### config.mk
export PLATFORM = sky130hd
export DESIGN_NAME = http_byte_range_parser
export DESIGN_NICKNAME = d
export VERILOG_FILES = /design/src/rtl/core/hbr_pkg.sv /design/src/rtl/core/http_byte_range_parser.sv
export SDC_FILE = /design/constraint.sdc
export NUM_CORES = 1
export LEC_CHECK = 0
export BUFFER_PORTS_ARGS = -buffer_cell sky130_fd_sc_hd__buf_4
export CAP_MARGIN = 15
export CORE_MARGIN = 3
export CORE_UTILIZATION = 30
export DETAILED_ROUTE_END_ITERATION = 8
export MAX_ROUTING_LAYER = met4
export PLACE_DENSITY = 0.52
export SYNTH_ARGS = -nofsm -noshare
export SYNTH_HDL_FRONTEND = slang
export SYNTH_SLANG_ARGS = --single-unit
### constraint.sdc
create_clock -name clk -period 12.2 [get_ports clk]
set_clock_uncertainty 0.1 [all_clocks]
set_input_delay 1.83 -clock clk [delete_from_list [all_inputs] [get_ports clk]]
set_output_delay 1.83 -clock clk [all_outputs]
set_load 0.05 [all_outputs]
### src/rtl/core/hbr_pkg.sv
// Package for the HTTP byte range parser: parse phases, form codes,
// answer codes and the unit text. No dependencies.
package hbr_pkg;

  typedef enum logic [3:0] {
    PH_LEAD       = 4'd0,
    PH_PREFIX     = 4'd1,
    PH_GAP        = 4'd2,
    PH_SUF_START  = 4'd3,
    PH_SUF_DIGITS = 4'd4,
    PH_FIRST      = 4'd5,
    PH_DASH       = 4'd6,
    PH_LAST       = 4'd7,
    PH_TAIL       = 4'd8,
    PH_FAIL       = 4'd9
  } phase_t;

  typedef enum logic [1:0] {
    FORM_NONE   = 2'd0,
    FORM_SUFFIX = 2'd1,
    FORM_OPEN   = 2'd2,
    FORM_CLOSED = 2'd3
  } form_t;

  localparam logic [1:0] ANS_WHOLE   = 2'd0;
  localparam logic [1:0] ANS_UNSAT   = 2'd1;
  localparam logic [1:0] ANS_PARTIAL = 2'd2;

  localparam int          UNIT_LEN  = 6;
  localparam logic [2:0]  UNIT_LAST = 3'(UNIT_LEN - 1);

  localparam logic [7:0] CH_SPACE = 8'h20;
  localparam logic [7:0] CH_TAB   = 8'h09;
  localparam logic [7:0] CH_DASH  = 8'h2D;
  localparam logic [7:0] CH_ZERO  = 8'h30;
  localparam logic [7:0] CH_NINE  = 8'h39;
  localparam logic [7:0] CH_UPPER_A = 8'h41;
  localparam logic [7:0] CH_UPPER_Z = 8'h5A;
  localparam logic [7:0] CASE_BIT   = 8'h20;

  // Lower-case unit text "bytes=", one character per index.
  function automatic logic [7:0] unit_char(input logic [2:0] idx);
    logic [7:0] c;
    unique case (idx)
      3'd0:    c = 8'h62;  // b
      3'd1:    c = 8'h79;  // y
      3'd2:    c = 8'h74;  // t
      3'd3:    c = 8'h65;  // e
      3'd4:    c = 8'h73;  // s
      3'd5:    c = 8'h3D;  // =
      default: c = 8'h00;
    endcase
    return c;
  endfunction

endpackage

### src/rtl/core/http_byte_range_parser.sv
// Top level of the HTTP byte range parser: input register, character
// parser with one shared decimal accumulator, verdict logic, result register.
// Depends on hbr_pkg.

// The block takes an HTTP Range header one character per transfer (mode 0)
// and then an end transfer (mode 1) carrying the resource length; each end
// transfer yields exactly one result: whole, unsatisfiable, or partial with
// first and last byte offsets (last inclusive, clipped to length-1). Character
// transfers yield no result. Items are taken one per cycle while in_stall is
// low; each is held in an input register, worked by a single pass of logic
// (one multiply-by-ten and add for digits, 64-bit compares and two subtracts
// for the verdict) and, for an end item, moved from there into the result
// register once it is free, and the result is taken from that register.
// in_stall rises only when an end item sits in the input register while the
// result register still holds an untaken result; while it is high no
// transfer is taken, and a character item in the input register never waits.
// After every end item the parser returns to its reset state, ready for the next header.
module http_byte_range_parser (
  input  logic        clk,
  input  logic        rst,
  input  logic        in_valid,
  output logic        in_stall,
  input  logic        mode,
  input  logic [7:0]  header_char,
  input  logic [63:0] resource_length,
  output logic        out_valid,
  input  logic        out_stall,
  output logic [1:0]  answer,
  output logic [63:0] first_byte,
  output logic [63:0] last_byte
);
  import hbr_pkg::*;

  // Input register
  logic        s1_valid;
  logic        s1_mode;
  logic [7:0]  s1_char;
  logic [63:0] s1_len;
  logic        s1_adv;

  // Parser state
  phase_t      phase, phase_next;
  logic [2:0]  prefix_index, prefix_index_next;
  logic [63:0] first_value, first_value_next;
  logic [63:0] second_value, second_value_next;
  form_t       form, form_next;
  logic        junk, junk_next;
  logic        error, error_next;

  // Character decode
  logic        is_blank;
  logic        is_digit;
  logic [7:0]  low_char;
  logic [3:0]  digit;

  // Shared decimal accumulator: acc*10 + digit, 4 guard bits catch overflow
  logic        mac_second;
  logic [63:0] mac_src;
  logic [67:0] mac_sum;
  logic        mac_ovf;

  // Verdict
  logic [1:0]  ans_c;
  logic [63:0] first_c, last_c;
  form_t       eff_form;
  logic        len_zero, suf_zero, second_lt_first, first_ge_len, second_ge_len;
  logic        phase_done;
  logic [63:0] len_minus_first, len_minus_one;

  logic        out_load;

  // Hold an end item while the result register is full and stalled.
  assign s1_adv   = !(s1_valid && s1_mode && out_valid && out_stall);
  assign in_stall = s1_valid && !s1_adv;
  assign out_load = s1_valid && s1_mode && s1_adv;

  always_ff @(posedge clk) begin
    if (rst) begin
      s1_valid <= 1'b0;
    end else if (s1_adv) begin
      s1_valid <= in_valid;
    end
  end

  always_ff @(posedge clk) begin
    if (s1_adv && in_valid) begin
      s1_mode <= mode;
      s1_char <= header_char;
      s1_len  <= resource_length;
    end
  end

  assign is_blank = (s1_char == CH_SPACE) || (s1_char == CH_TAB);
  assign is_digit = (s1_char >= CH_ZERO) && (s1_char <= CH_NINE);
  assign low_char = ((s1_char >= CH_UPPER_A) && (s1_char <= CH_UPPER_Z)) ?
                    (s1_char | CASE_BIT) : s1_char;
  assign digit    = s1_char[3:0];

  // The second number is only ever built in the dash and last phases.
  assign mac_second = (phase == PH_DASH) || (phase == PH_LAST);
  assign mac_src    = mac_second ? second_value : first_value;
  assign mac_sum    = ({4'b0, mac_src} << 3) + ({4'b0, mac_src} << 1) + {64'b0, digit};
  assign mac_ovf    = |mac_sum[67:64];

  // Next state for one character.
  always_comb begin
    phase_next        = phase;
    prefix_index_next = prefix_index;
    first_value_next  = first_value;
    second_value_next = second_value;
    form_next         = form;
    junk_next         = junk;
    error_next        = error;
    unique case (phase)
      PH_LEAD: begin
        if (!is_blank) begin
          // Fall into prefix matching at index zero.
          if (low_char != unit_char(3'd0)) begin
            phase_next = PH_FAIL;
            error_next = 1'b1;
          end else begin
            phase_next        = PH_PREFIX;
            prefix_index_next = 3'd1;
          end
        end
      end
      PH_PREFIX: begin
        if (prefix_index > UNIT_LAST || low_char != unit_char(prefix_index)) begin
          phase_next = PH_FAIL;
          error_next = 1'b1;
        end else begin
          prefix_index_next = prefix_index + 3'd1;
          if (prefix_index == UNIT_LAST) begin
            phase_next = PH_GAP;
          end
        end
      end
      PH_GAP: begin
        if (is_blank) begin
          phase_next = PH_GAP;
        end else if (s1_char == CH_DASH) begin
          phase_next = PH_SUF_START;
        end else if (is_digit) begin
          if (mac_ovf) begin
            phase_next = PH_FAIL;
            error_next = 1'b1;
          end else begin
            phase_next       = PH_FIRST;
            first_value_next = mac_sum[63:0];
          end
        end else begin
          phase_next = PH_FAIL;
          error_next = 1'b1;
        end
      end
      PH_SUF_START: begin
        if (!is_digit) begin
          phase_next = PH_FAIL;
          error_next = 1'b1;
        end else begin
          form_next = FORM_SUFFIX;
          if (mac_ovf) begin
            phase_next = PH_FAIL;
            error_next = 1'b1;
          end else begin
            phase_next       = PH_SUF_DIGITS;
            first_value_next = mac_sum[63:0];
          end
        end
      end
      PH_SUF_DIGITS, PH_LAST: begin
        if (is_digit) begin
          if (mac_ovf) begin
            phase_next = PH_FAIL;
            error_next = 1'b1;
          end else if (mac_second) begin
            second_value_next = mac_sum[63:0];
          end else begin
            first_value_next = mac_sum[63:0];
          end
        end else begin
          phase_next = PH_TAIL;
          junk_next  = !is_blank;
        end
      end
      PH_FIRST: begin
        if (is_digit) begin
          if (mac_ovf) begin
            phase_next = PH_FAIL;
            error_next = 1'b1;
          end else begin
            first_value_next = mac_sum[63:0];
          end
        end else if (s1_char == CH_DASH) begin
          phase_next = PH_DASH;
        end else begin
          phase_next = PH_FAIL;
          error_next = 1'b1;
        end
      end
      PH_DASH: begin
        if (is_digit) begin
          form_next = FORM_CLOSED;
          if (mac_ovf) begin
            phase_next = PH_FAIL;
            error_next = 1'b1;
          end else begin
            phase_next        = PH_LAST;
            second_value_next = mac_sum[63:0];
          end
        end else begin
          form_next  = FORM_OPEN;
          phase_next = PH_TAIL;
          junk_next  = junk || !is_blank;
        end
      end
      PH_TAIL: begin
        junk_next = junk || !is_blank;
      end
      default: begin
        phase_next = PH_FAIL;
        error_next = 1'b1;
      end
    endcase
  end

  always_ff @(posedge clk) begin
    if (rst) begin
      phase        <= PH_LEAD;
      prefix_index <= 3'd0;
      first_value  <= 64'd0;
      second_value <= 64'd0;
      form         <= FORM_NONE;
      junk         <= 1'b0;
      error        <= 1'b0;
    end else if (s1_valid && s1_adv) begin
      if (s1_mode) begin
        // End item consumed: start over for the next header.
        phase        <= PH_LEAD;
        prefix_index <= 3'd0;
        first_value  <= 64'd0;
        second_value <= 64'd0;
        form         <= FORM_NONE;
        junk         <= 1'b0;
        error        <= 1'b0;
      end else begin
        phase        <= phase_next;
        prefix_index <= prefix_index_next;
        first_value  <= first_value_next;
        second_value <= second_value_next;
        form         <= form_next;
        junk         <= junk_next;
        error        <= error_next;
      end
    end
  end

  // Verdict for an end item.
  assign eff_form        = (phase == PH_DASH) ? FORM_OPEN : form;
  assign phase_done      = (phase == PH_SUF_DIGITS) || (phase == PH_DASH) ||
                           (phase == PH_LAST) || (phase == PH_TAIL);
  assign len_zero        = (s1_len == 64'd0);
  assign suf_zero        = (first_value == 64'd0);
  assign second_lt_first = (second_value < first_value);
  assign first_ge_len    = (first_value >= s1_len);
  assign second_ge_len   = (second_value >= s1_len);
  assign len_minus_first = s1_len - first_value;
  assign len_minus_one   = s1_len - 64'd1;

  always_comb begin
    ans_c   = ANS_WHOLE;
    first_c = 64'd0;
    last_c  = 64'd0;
    priority if (error || !phase_done) begin
      ans_c = ANS_WHOLE;
    end else if (eff_form == FORM_SUFFIX) begin
      // Zero suffix or zero length refuses before trailing text counts.
      if (suf_zero || len_zero) begin
        ans_c = ANS_UNSAT;
      end else if (junk) begin
        ans_c = ANS_WHOLE;
      end else begin
        ans_c   = ANS_PARTIAL;
        first_c = first_ge_len ? 64'd0 : len_minus_first;
        last_c  = len_minus_one;
      end
    end else if (eff_form == FORM_NONE) begin
      ans_c = ANS_WHOLE;
    end else if (eff_form == FORM_CLOSED && second_lt_first) begin
      ans_c = ANS_WHOLE;
    end else if (junk) begin
      ans_c = ANS_WHOLE;
    end else if (len_zero || first_ge_len) begin
      ans_c = ANS_UNSAT;
    end else begin
      ans_c   = ANS_PARTIAL;
      first_c = first_value;
      last_c  = (eff_form == FORM_OPEN || second_ge_len) ? len_minus_one : second_value;
    end
  end

  // Result register: load on an end item, drop once transferred.
  always_ff @(posedge clk) begin
    if (rst) begin
      out_valid <= 1'b0;
    end else if (out_load) begin
      out_valid <= 1'b1;
    end else if (!out_stall) begin
      out_valid <= 1'b0;
    end
  end

  always_ff @(posedge clk) begin
    if (out_load) begin
      answer     <= ans_c;
      first_byte <= first_c;
      last_byte  <= last_c;
    end
  end

  // Checks
  a_answer_code: assert property (@(posedge clk) disable iff (rst)
    out_valid |-> (answer == ANS_WHOLE || answer == ANS_UNSAT || answer == ANS_PARTIAL))
    else $error("answer code out of range");

  a_zero_unless_partial: assert property (@(posedge clk) disable iff (rst)
    (out_valid && answer != ANS_PARTIAL) |-> (first_byte == 64'd0 && last_byte == 64'd0))
    else $error("offsets not zero on a non-partial answer");

  a_partial_ordered: assert property (@(posedge clk) disable iff (rst)
    (out_valid && answer == ANS_PARTIAL) |-> (first_byte <= last_byte))
    else $error("partial range with first beyond last");

  a_restart_after_end: assert property (@(posedge clk) disable iff (rst)
    out_load |=> (phase == PH_LEAD && prefix_index == 3'd0 && !error && !junk))
    else $error("parser not back at leading phase after end item");

endmodule

* Word level (Yosys, flattened, before mapping) *
Cells that the tools add are included.

cells by class
  $add $sub $neg = 5
  $lt $le $gt $ge = 8
  equal/unequal tests = 42
  multiplexer cells = 89
  reduce and logical (&&, ||, !) cells = 45

operators with widths
  kind                                                                   number
  64-bit two-way mux                                                     31
  64-bit one-hot mux with 3 select lines                                 1
  64-bit greater-or-equal comparator                                     2
  64-bit logical NOT                                                     2
  64-bit one-hot mux with 2 select lines                                 1
  67-bit by 65-bit adder with 68-bit output                              1
  68-bit by 4-bit adder with 68-bit output                               1
  4-bit two-way mux                                                      17
  64-bit less-than comparator                                            1
  64-bit by 1-bit subtractor with 64-bit output (second input constant)  1
  64-bit subtractor                                                      1
  3-bit inequality test (second input constant)                          16
  7-bit one-hot mux with 6 select lines                                  1
  4-bit one-hot mux with 8 select lines                                  1
  2-bit two-way mux                                                      10
  1-bit two-way mux                                                      17
  4-bit by 3-bit == test with 1-bit output (second input constant)       4
  8-bit by 6-bit == test with 1-bit output (second input constant)       2
  7-bit AND reduction                                                    2
  3-bit two-way mux                                                      4
  1-bit logical OR                                                       11
  1-bit logical AND                                                      10
  9-bit AND reduction                                                    1
  3-bit nonzero test                                                     3
  other kinds (38)                                                       48

word-level totals
  register bits after elaboration = 344
  output and inout bits = 132

* Longest topological paths before layout *
Gate-level depths: netlist of run 1.

  depth after elaboration = 12
  depth in mapped cells = 24

* Worst setup path before layout of run 1 *
No wires, ideal clock.

  kind = input -> register
  from = input out_stall
  to = register first_value[14]
  setup time = 0.117 ns
  data arrival time = 8.544 ns
  data required time = 11.983 ns
  setup slack = 3.439 ns
  stages on the path = 8
  path buffers = 2
  path through = nand4_1 nand2_1 nor2_1 nor2_1 o21a_1 buf_6 buf_6 a22o_1

on the way
  longest elaborated chain between the ends = 4

ends and longest elaborated chain
  what                                  line                           source
  from (decl)                           http_byte_range_parser.sv:27   input logic out_stall,
  1-bit logical AND                     http_byte_range_parser.sv:73   assign s1_adv = !(s1_valid && s1_mode && out_valid && out_stall);
  1-bit logical NOT                     http_byte_range_parser.sv:73
  1-bit logical AND                     http_byte_range_parser.sv:236  end else if (s1_valid && s1_adv) begin
  7-bit AND reduction (no source line)  -
  to (signal assigned)                  http_byte_range_parser.sv:249  first_value <= first_value_next;
  to (decl)                             http_byte_range_parser.sv:44   logic [63:0] first_value, first_value_next;

No other way between the ends.
A chain may end at the register's enable or synchronous reset.

* Worst setup path after layout of run 1 *
  from = register phase[2]
  to = register first_value[16]

on the way
  longest elaborated chain between the ends = 12
  elaborated cells between the ends (all ways) = 29
  those cells by class = add/sub (2); eq/ne (11); mux (10); reduce/logical (6)

ends and longest elaborated chain
  what                                                                line                                                                                         source
  from (decl)                                                         http_byte_range_parser.sv:42                                                                 phase_t phase, phase_next;
  from (signal assigned)                                              http_byte_range_parser.sv:247                                                                phase <= phase_next;
  4-bit by 3-bit == test with 1-bit output, on equally long branches  http_byte_range_parser.sv:100, http_byte_range_parser.sv:114
  1-bit logical OR                                                    http_byte_range_parser.sv:100                                                                assign mac_second = (phase == PH_DASH) || (phase == PH_LAST);
  64-bit two-way mux                                                  http_byte_range_parser.sv:101                                                                assign mac_src = mac_second ? second_value : first_value;
  67-bit by 65-bit adder with 68-bit output                           http_byte_range_parser.sv:102                                                                assign mac_sum = ({4'b0, mac_src} << 3) + ({4'b0, mac_src} << 1) + {64'b0, digit};
  68-bit by 4-bit adder with 68-bit output                            http_byte_range_parser.sv:102
  4-bit OR reduction                                                  http_byte_range_parser.sv:103                                                                assign mac_ovf = |mac_sum[67:64];
  64-bit two-way mux                                                  http_byte_range_parser.sv:144, http_byte_range_parser.sv:162, http_byte_range_parser.sv:188
  64-bit two-way mux                                                  http_byte_range_parser.sv:187                                                                if (is_digit) begin
  64-bit two-way mux                                                  http_byte_range_parser.sv:141                                                                end else if (s1_char == CH_DASH) begin
  64-bit two-way mux                                                  http_byte_range_parser.sv:139                                                                if (is_blank) begin
  64-bit one-hot mux with 3 select lines                              http_byte_range_parser.sv:114                                                                unique case (phase)
  64-bit two-way mux                                                  http_byte_range_parser.sv:237                                                                if (s1_mode) begin

Parallel ways exist; a longest one is shown, timed or not. The select of a mux whose other input is x is not followed.

==> out/qor.txt, run 1 <==
Max Clk Rate - 131 MHz
Core Region - 90300 µm²
CP required - 12640 ps
Setup TNS Final - 0 ps
critical path's slowest cell - nor3_4
Residual DRC - 0
Ports - 209
post-synthesis async set-or-reset flop share - 0%
Worst path depth - 18
CP max FO - 80
Post-CTS Setup Inserts - 0
crit end category - flip-flop
TritonCTS buffer count - 43
Peak VDD IR - 0.0796 mV
mapped cell area - 27400 µm²
cts hold-fix bufs - 0
DRT iter0 DRCs - 1761
crit path DAT - 8050 ps
Chip Width - 308 µm
CP max stage delay - 830 ps
detailed-route via count - 24363
Post-synth EDFFs - 203
drt total wl - 98400 µm
fillers - 9414
fin. max-slew vios - 0
top cell family by delay on the critical path - simple AND/OR/NAND/NOR gates
Synth top area share - 22.2%
worst path bufs/invs - 2
final worst path period need - 7620 ps
worst r2r src - phase[2]$_SDFFE_PP0P_
Syn Nets - 3530
RSZ-0062 raised after global routing - no
status - finished, final reports clean
crit path cell chain - nor2b_1 -> and2_4 -> buf_4 -> o21ai_0 -> fa_1 -> fa_1 -> a21o_1 -> nand4_1 -> a32oi_1 -> a2111o_1 -> a2111oi_4 -> nor2_2 -> a41oi_2 -> o211ai_1 -> or2_1 -> nor3_4 -> buf_4 -> a32o_1
worst setup slack after layout - 4580 ps
P_leak - 12.7 nW
Worst-Skew Late Latency - 610 ps
share of cells above drive strength 1 - 11.1%
hold path start - first_value[59]$_SDFFE_PP0P_
worst hold endpoint - first_value[59]$_SDFFE_PP0P_
GPL Wtd Cong - 0.920
dpl hpwl - 76200 µm
MaxCap Viol Count - 0
Slew HR - 20.7%
Root Driver - clkbuf_16
Netlist cell types - 97
CTS tree - built
CTS sink count - 344
Synth Flop Type - edfxtp_1
largest net degree at the start of global routing - 81
PD cells - 91.9 nW/µm²
initial antenna violation count - 0
Synth Register Bits - 344
Layout area overhead - 14.1%
Cell Rows - 110
wire per inst - 22.1 µm
Hold WC Path Type - reg -> reg
hold path cells - 1
post-synth top area cell - edfxtp_1
Syn Inst Count - 3126
crit path launch type - flip-flop
die area - 95000 µm²
warnings from Yosys - 0
Resized Gates After CTS - 0
Final Cycle Share - 62.4%
dominant cells by area after synthesis - edfxtp_1 22%, ha_1 15%, dfxtp_1 10%, a21oi_1 4.3%, o21ai_0 4.3%
vias in the first global route - 24228
htree depth - 2
worst reg-to-reg path cell count - 18
Syn Area/Cell - 8.77 µm²
via/cell ratio - 5.48
global route total overflow - 0
clock-pin slew on the worst setup and hold paths - 60 ps
Die H - 308 µm
Seq/Total Area, Yosys - 32.5%
first-pass GRT wire length - 150000 µm
Final Hold Viols - 0
Critical R2R Capture - first_value[16]$_SDFFE_PP0P_
final net count - 3639
CP Class - reg -> reg
port bufs - 208
Final setup viols - 0
Antenna Nets Post-Route - 0
R2R Setup Slk - 4580 ps
pre-CTS setup slack - 4590 ps
Worst-Margin Slew - 1190 ps
Initial Utilization - 30.4%
clk buf depth - 3
Total GRT Usage - 20.9%
1st-pass router iterations - 5
cells in the final DEF, fill, tap and decap left out, types with 63 or more instances in the layout:
cell type,n
inv_1,166
ha_1,324
nor2_1,254
o2bb2ai_1,75
nand3_1,75
edfxtp_1,203
nand4_1,86
dfxtp_1,141
nand2_1,228
buf_4,236
a21oi_1,235
xnor2_1,118
o21ai_0,233
xor2_1,63
a21o_1,128
worst max-delay path by stage:
| stage | startpoint | end | slack (ps) |
|---|---|---|---|
| floorplan | out_stall | first_value[14]$_SDFFE_PP0P_ | 3440 |
| detailed placement | phase[2]$_SDFFE_PP0P_ | first_value[16]$_SDFFE_PP0P_ | 4590 |
| CTS | phase[2]$_SDFFE_PP0P_ | first_value[16]$_SDFFE_PP0P_ | 4560 |
| global route | phase[2]$_SDFFE_PP0P_ | first_value[19]$_SDFFE_PP0P_ | 4020 |
| finish | phase[2]$_SDFFE_PP0P_ | first_value[16]$_SDFFE_PP0P_ | 4580 |
| global placement | phase[2]$_SDFFE_PP0P_ | first_value[34]$_SDFFE_PP0P_ | 4780 |
cells by family (layout without fill, tap and decap cells):
logic type / Yosys count / count (layout) / share of synthesized area (%)
xor gates and xnor gates: 181 / 181 / 5.78
other: 0 / 1 / 0
adders and majority gates: 327 / 327 / 15.0
and+or+nand+nor: 890 / 890 / 15.7
AOI/OAI and AO/OA: 1036 / 1036 / 25.3
buffers and inverters: 341 / 484 / 5.34
muxes: 7 / 7 / 0.260
DFF: 344 / 344 / 32.5
registers in the layout (all words and copies together) (netlist names):
| register | count |
|---|---|
| s1_len | 64 |
| error | 1 |
| first_byte | 64 |
| phase | 4 |
| out_valid | 1 |
| first_value | 64 |
| s1_valid | 1 |
| second_value | 64 |
| last_byte | 64 |
| junk | 1 |
| prefix_index | 3 |
| form | 2 |
| s1_char | 8 |
| s1_mode | 1 |
| answer | 2 |
report_power, final:
part	total, W	switching, W	internal (W)
Sequential	0.00128	0.0000266	0.00125
Combinational	0.000301	0.000193	0.000108
Clock	0.00130	0.000547	0.000749
Total	0.00287	0.000766	0.00211
through the flow:
stage / power (W) / hold WS [ps] / util (%) / cell area, µm² / cells
floorplan: 0.00150 / 353 / - / 27400 / 3126
global placement: 0.00160 / 373 / 33.1 / 29900 / 4366
detailed placement: 0.00160 / 378 / 33.1 / 29900 / 4366
CTS: 0.00291 / 386 / 34.6 / 31300 / 4445
global route: 0.00299 / 404 / 34.6 / 31300 / 4445
finish: 0.00287 / 391 / 34.6 / 31300 / 4446
layout make-up:
| cell class | instances | area [µm²] | share of cell area [%] |
|---|---|---|---|
| Tap cell | 1176 | 1470 | 4.70 |
| Multi-Input combinational cell | 2441 | 17100 | 54.6 |
| Timing Repair Buffer | 236 | 1770 | 5.66 |
| Clock inverter | 28 | 272 | 0.868 |
| Clock buffer | 51 | 1130 | 3.60 |
| Antenna cell | 1 | 2.50 | 0.00800 |
| Inverter | 169 | 634 | 2.03 |
| Sequential cell | 344 | 8920 | 28.5 |
cell usage after synthesis (7+ instances only):
cell type  count
buf_6         18
ha_1         324
nor3b_1        9
nand2b_1      16
nor3_1        54
a21oi_1      235
nor2b_1       23
a41oi_1        7
o2bb2ai_1     75
xor2_1        63
o21bai_1      25
or4_1         18
a211o_1        7
o22ai_1       21
a211oi_1      17
a31oi_1       19
o21a_1        20
nor2_1       258
nand2_1      228
o211a_1       14
dfxtp_1      141
a221oi_1      11
a22oi_1       43
o211ai_1      23
nand3_1       76
a32o_1        11
a21boi_0      10
and3_1        18
inv_1        167
buf_2         27
o31a_1         8
a31o_2        15
nand4_1       86
o41ai_1        7
and2_1        14
edfxtp_1     203
xnor2_1      118
o21ai_0      234
or2_2          8
or3_1         10
a22o_1        45
a21o_1       129
o31ai_1       10
nor4_1        38
clkbuf_1     119
metal layers:
layer | GRT usage [%] | up-vias | share of wire [%]
li1 | - | 11955 | -
met1 | 27.0 | 11692 | 46
met2 | 34.8 | 589 | 48
met3 | 2.45 | 127 | 4.2
met4 | 5.57 | 0 | 2.5
met5 | - | - | 0
No activity file was read; power rests on OpenSTA's default activity.
==> run 2, diff against run 1 <==
clock period = 7.8 ns   (was 12.2 ns; I/O delays follow)
==> out/qor.txt, run 2 (same netlist as run 1, synthesis figures left out) <==
status - finished, final reports clean (unchanged)
Final setup viols - 0 (unchanged)
crit path cell chain - nor2b_1 -> and2_4 -> o21ai_0 -> fa_1 -> fa_1 -> a21o_1 -> nand4_1 -> a32oi_1 -> a2111o_1 -> a2111oi_4 -> nor2_2 -> a21o_1 -> o211ai_1 -> or2_1 -> o21a_2 -> buf_4 -> a22o_1 (was nor2b_1 -> and2_4 -> buf_4 -> o21ai_0 -> fa_1 -> fa_1 -> a21o_1 -> nand4_1 -> a32oi_1 -> a2111o_1 -> a2111oi_4 -> nor2_2 -> a41oi_2 -> o211ai_1 -> or2_1 -> nor3_4 -> buf_4 -> a32o_1)
Max Clk Rate - 156 MHz (was 131 MHz)
CP Class - reg -> reg (unchanged)
DRT iter0 DRCs - 1954 (was 1761)
crit path launch type - flip-flop (unchanged)
wire per inst - 22.4 µm (was 22.1 µm)
Slew HR - 23.4% (was 20.7%)
worst path bufs/invs - 1 (was 2)
first-pass GRT wire length - 152000 µm (was 150000 µm)
P_leak - 12.8 nW (was 12.7 nW)
GPL Wtd Cong - 0.937 (was 0.920)
final worst path period need - 6410 ps (was 7620 ps)
TritonCTS buffer count - 44 (was 43)
MaxCap Viol Count - 0 (unchanged)
Die H - 308 µm (unchanged)
htree depth - 2 (unchanged)
CP required - 8220 ps (was 12640 ps)
Root Driver - clkbuf_16 (unchanged)
via/cell ratio - 5.51 (was 5.48)
Worst Hold Margin - 384 ps (was 391 ps)
initial antenna violation count - 2 (was 0)
CTS sink count - 344 (unchanged)
most frequent cells in the layout - 324 x ha_1, 254 x nor2_1, 237 x buf_4 (was 324 x ha_1, 254 x nor2_1, 236 x buf_4)
top cell family by delay on the critical path - compound AO/OA/AOI/OAI gates (was simple AND/OR/NAND/NOR gates)
Setup TNS Final - 0 ps (unchanged)
Worst-Skew Late Latency - 590 ps (was 610 ps)
vias in the first global route - 24203 (was 24228)
PD cells - 147 nW/µm² (was 91.9 nW/µm²)
global route total overflow - 0 (unchanged)
RSZ-0062 raised after global routing - no (unchanged)
CP max stage delay - 580 ps (was 830 ps)
Residual DRC - 0 (unchanged)
commonest non-fill, non-tap cell in the layout - ha_1 (unchanged)
Ports - 209 (unchanged)
fillers - 9475 (was 9414)
register area - 8920 µm² (unchanged)
crit end category - flip-flop (unchanged)
dpl hpwl - 76700 µm (was 76200 µm)
CP max FO - 53 (was 80)
pre-CTS setup slack - 1460 ps (was 4590 ps)
cts hold-fix bufs - 0 (unchanged)
Core Util, Final - 34.8% (was 34.6%)
Final Cycle Share - 82.2% (was 62.4%)
share of cells above drive strength 1 - 11.3% (was 11.1%)
CTS tree - built (unchanged)
largest net degree at the start of global routing - 132 (was 81)
clk buf depth - 3 (unchanged)
Total GRT Usage - 21.2% (was 20.9%)
worst setup slack after layout - 1390 ps (was 4580 ps)
Peak VDD IR - 0.154 mV (was 0.0796 mV)
Initial Utilization - 30.4% (unchanged)
final net count - 3644 (was 3639)
Hold WC Path Type - reg -> reg (unchanged)
fin. max-slew vios - 0 (unchanged)
clock-pin slew on the worst setup and hold paths - 60 ps (about the same)
Post-CTS Setup Inserts - 0 (unchanged)
critical path's slowest cell - dfxtp_1 (was nor3_4)
Final Hold Viols - 0 (unchanged)
Antenna Nets Post-Route - 0 (unchanged)
Chip Width - 308 µm (unchanged)
detailed-route via count - 24518 (was 24363)
crit path DAT - 6830 ps (was 8050 ps)
port bufs - 208 (unchanged)
die area - 95000 µm² (unchanged)
Core Region - 90300 µm² (unchanged)
Layout area overhead - 14.7% (was 14.1%)
drt total wl - 99800 µm (was 98400 µm)
1st-pass router iterations - 5 (unchanged)
Cell Rows - 110 (unchanged)
Multi-input gate area - 17100 µm² (about the same)
Resized Gates After CTS - 0 (unchanged)
Worst-Margin Slew - 1140 ps (was 1190 ps)
==> run 2: cell count changes in the layout (fill, tap and decap cells not counted), moves of 3 or more <==
cell       change
clkinv_2       -3
inv_6          +3
clkinv_1       -3
buf_12         +3
bufinv_16      +3
==> run 2: final cells by class <==
type,instances,share of cell area [%]
clock buffers,54,3.77
inverters,169,2.02
multi-input cells,2441,54.3
flip-flops and latches,344,28.4
diodes,1,0.00796
well taps,1176,4.68
clock inverters,25,1.01
repair buffers,240,5.85
==> run 2: worst register-to-register path, delay by kind of cell, from the launching register on <==
| kind | cells | cell delay (ps) |
|---|---|---|
| compound gates | 9 | 2700 |
| buf+inv | 1 | 390 |
| flops | 1 | 580 |
| fa+ha+maj | 2 | 1040 |
| simple gates | 5 | 1550 |
==> run 2: worst paths after layout <==
path	startpoint	endpoint	slack, ps	cells after the start
min reg2reg	first_value[63]$_SDFFE_PP0P_	first_value[63]$_SDFFE_PP0P_	380	1
max reg2reg	phase[2]$_SDFFE_PP0P_	first_value[24]$_SDFFE_PP0P_	1390	17
max	phase[2]$_SDFFE_PP0P_	first_value[24]$_SDFFE_PP0P_	1390	17
min	first_value[63]$_SDFFE_PP0P_	first_value[63]$_SDFFE_PP0P_	380	1
==> run 2: report_power, final <==
| part | internal (W) | leakage [nW] | switching [W] |
|---|---|---|---|
| Clock | 0.00132 | 0.742 | 0.000844 |
| Combinational | 0.000170 | 8.93 | 0.000308 |
| Sequential | 0.00196 | 3.16 | 0.0000417 |
| Total | 0.00344 | 12.8 | 0.00119 |
==> run 2: stage by stage <==
stage	instance area [µm²]	power, W	cells
6_report	31500	0.00464	4450
5_1_grt	31500	0.00481	4450
4_1_cts	31500	0.00469	4449
3_3_place_gp	29900	0.00251	4370
3_5_place_dp	29900	0.00251	4370
2_1_floorplan	27400	0.00235	3126
==> run 2: layer usage <==
| layer | wire, µm | vias to the layer above | track usage, % |
|---|---|---|---|
| met1 | 45600 | 11798 | 27.9 |
| met3 | 4860 | 118 | 2.42 |
| li1 | - | 11930 | - |
| met5 | 0 | - | - |
| met2 | 46800 | 672 | 34.5 |
| met4 | 2670 | 0 | 5.83 |
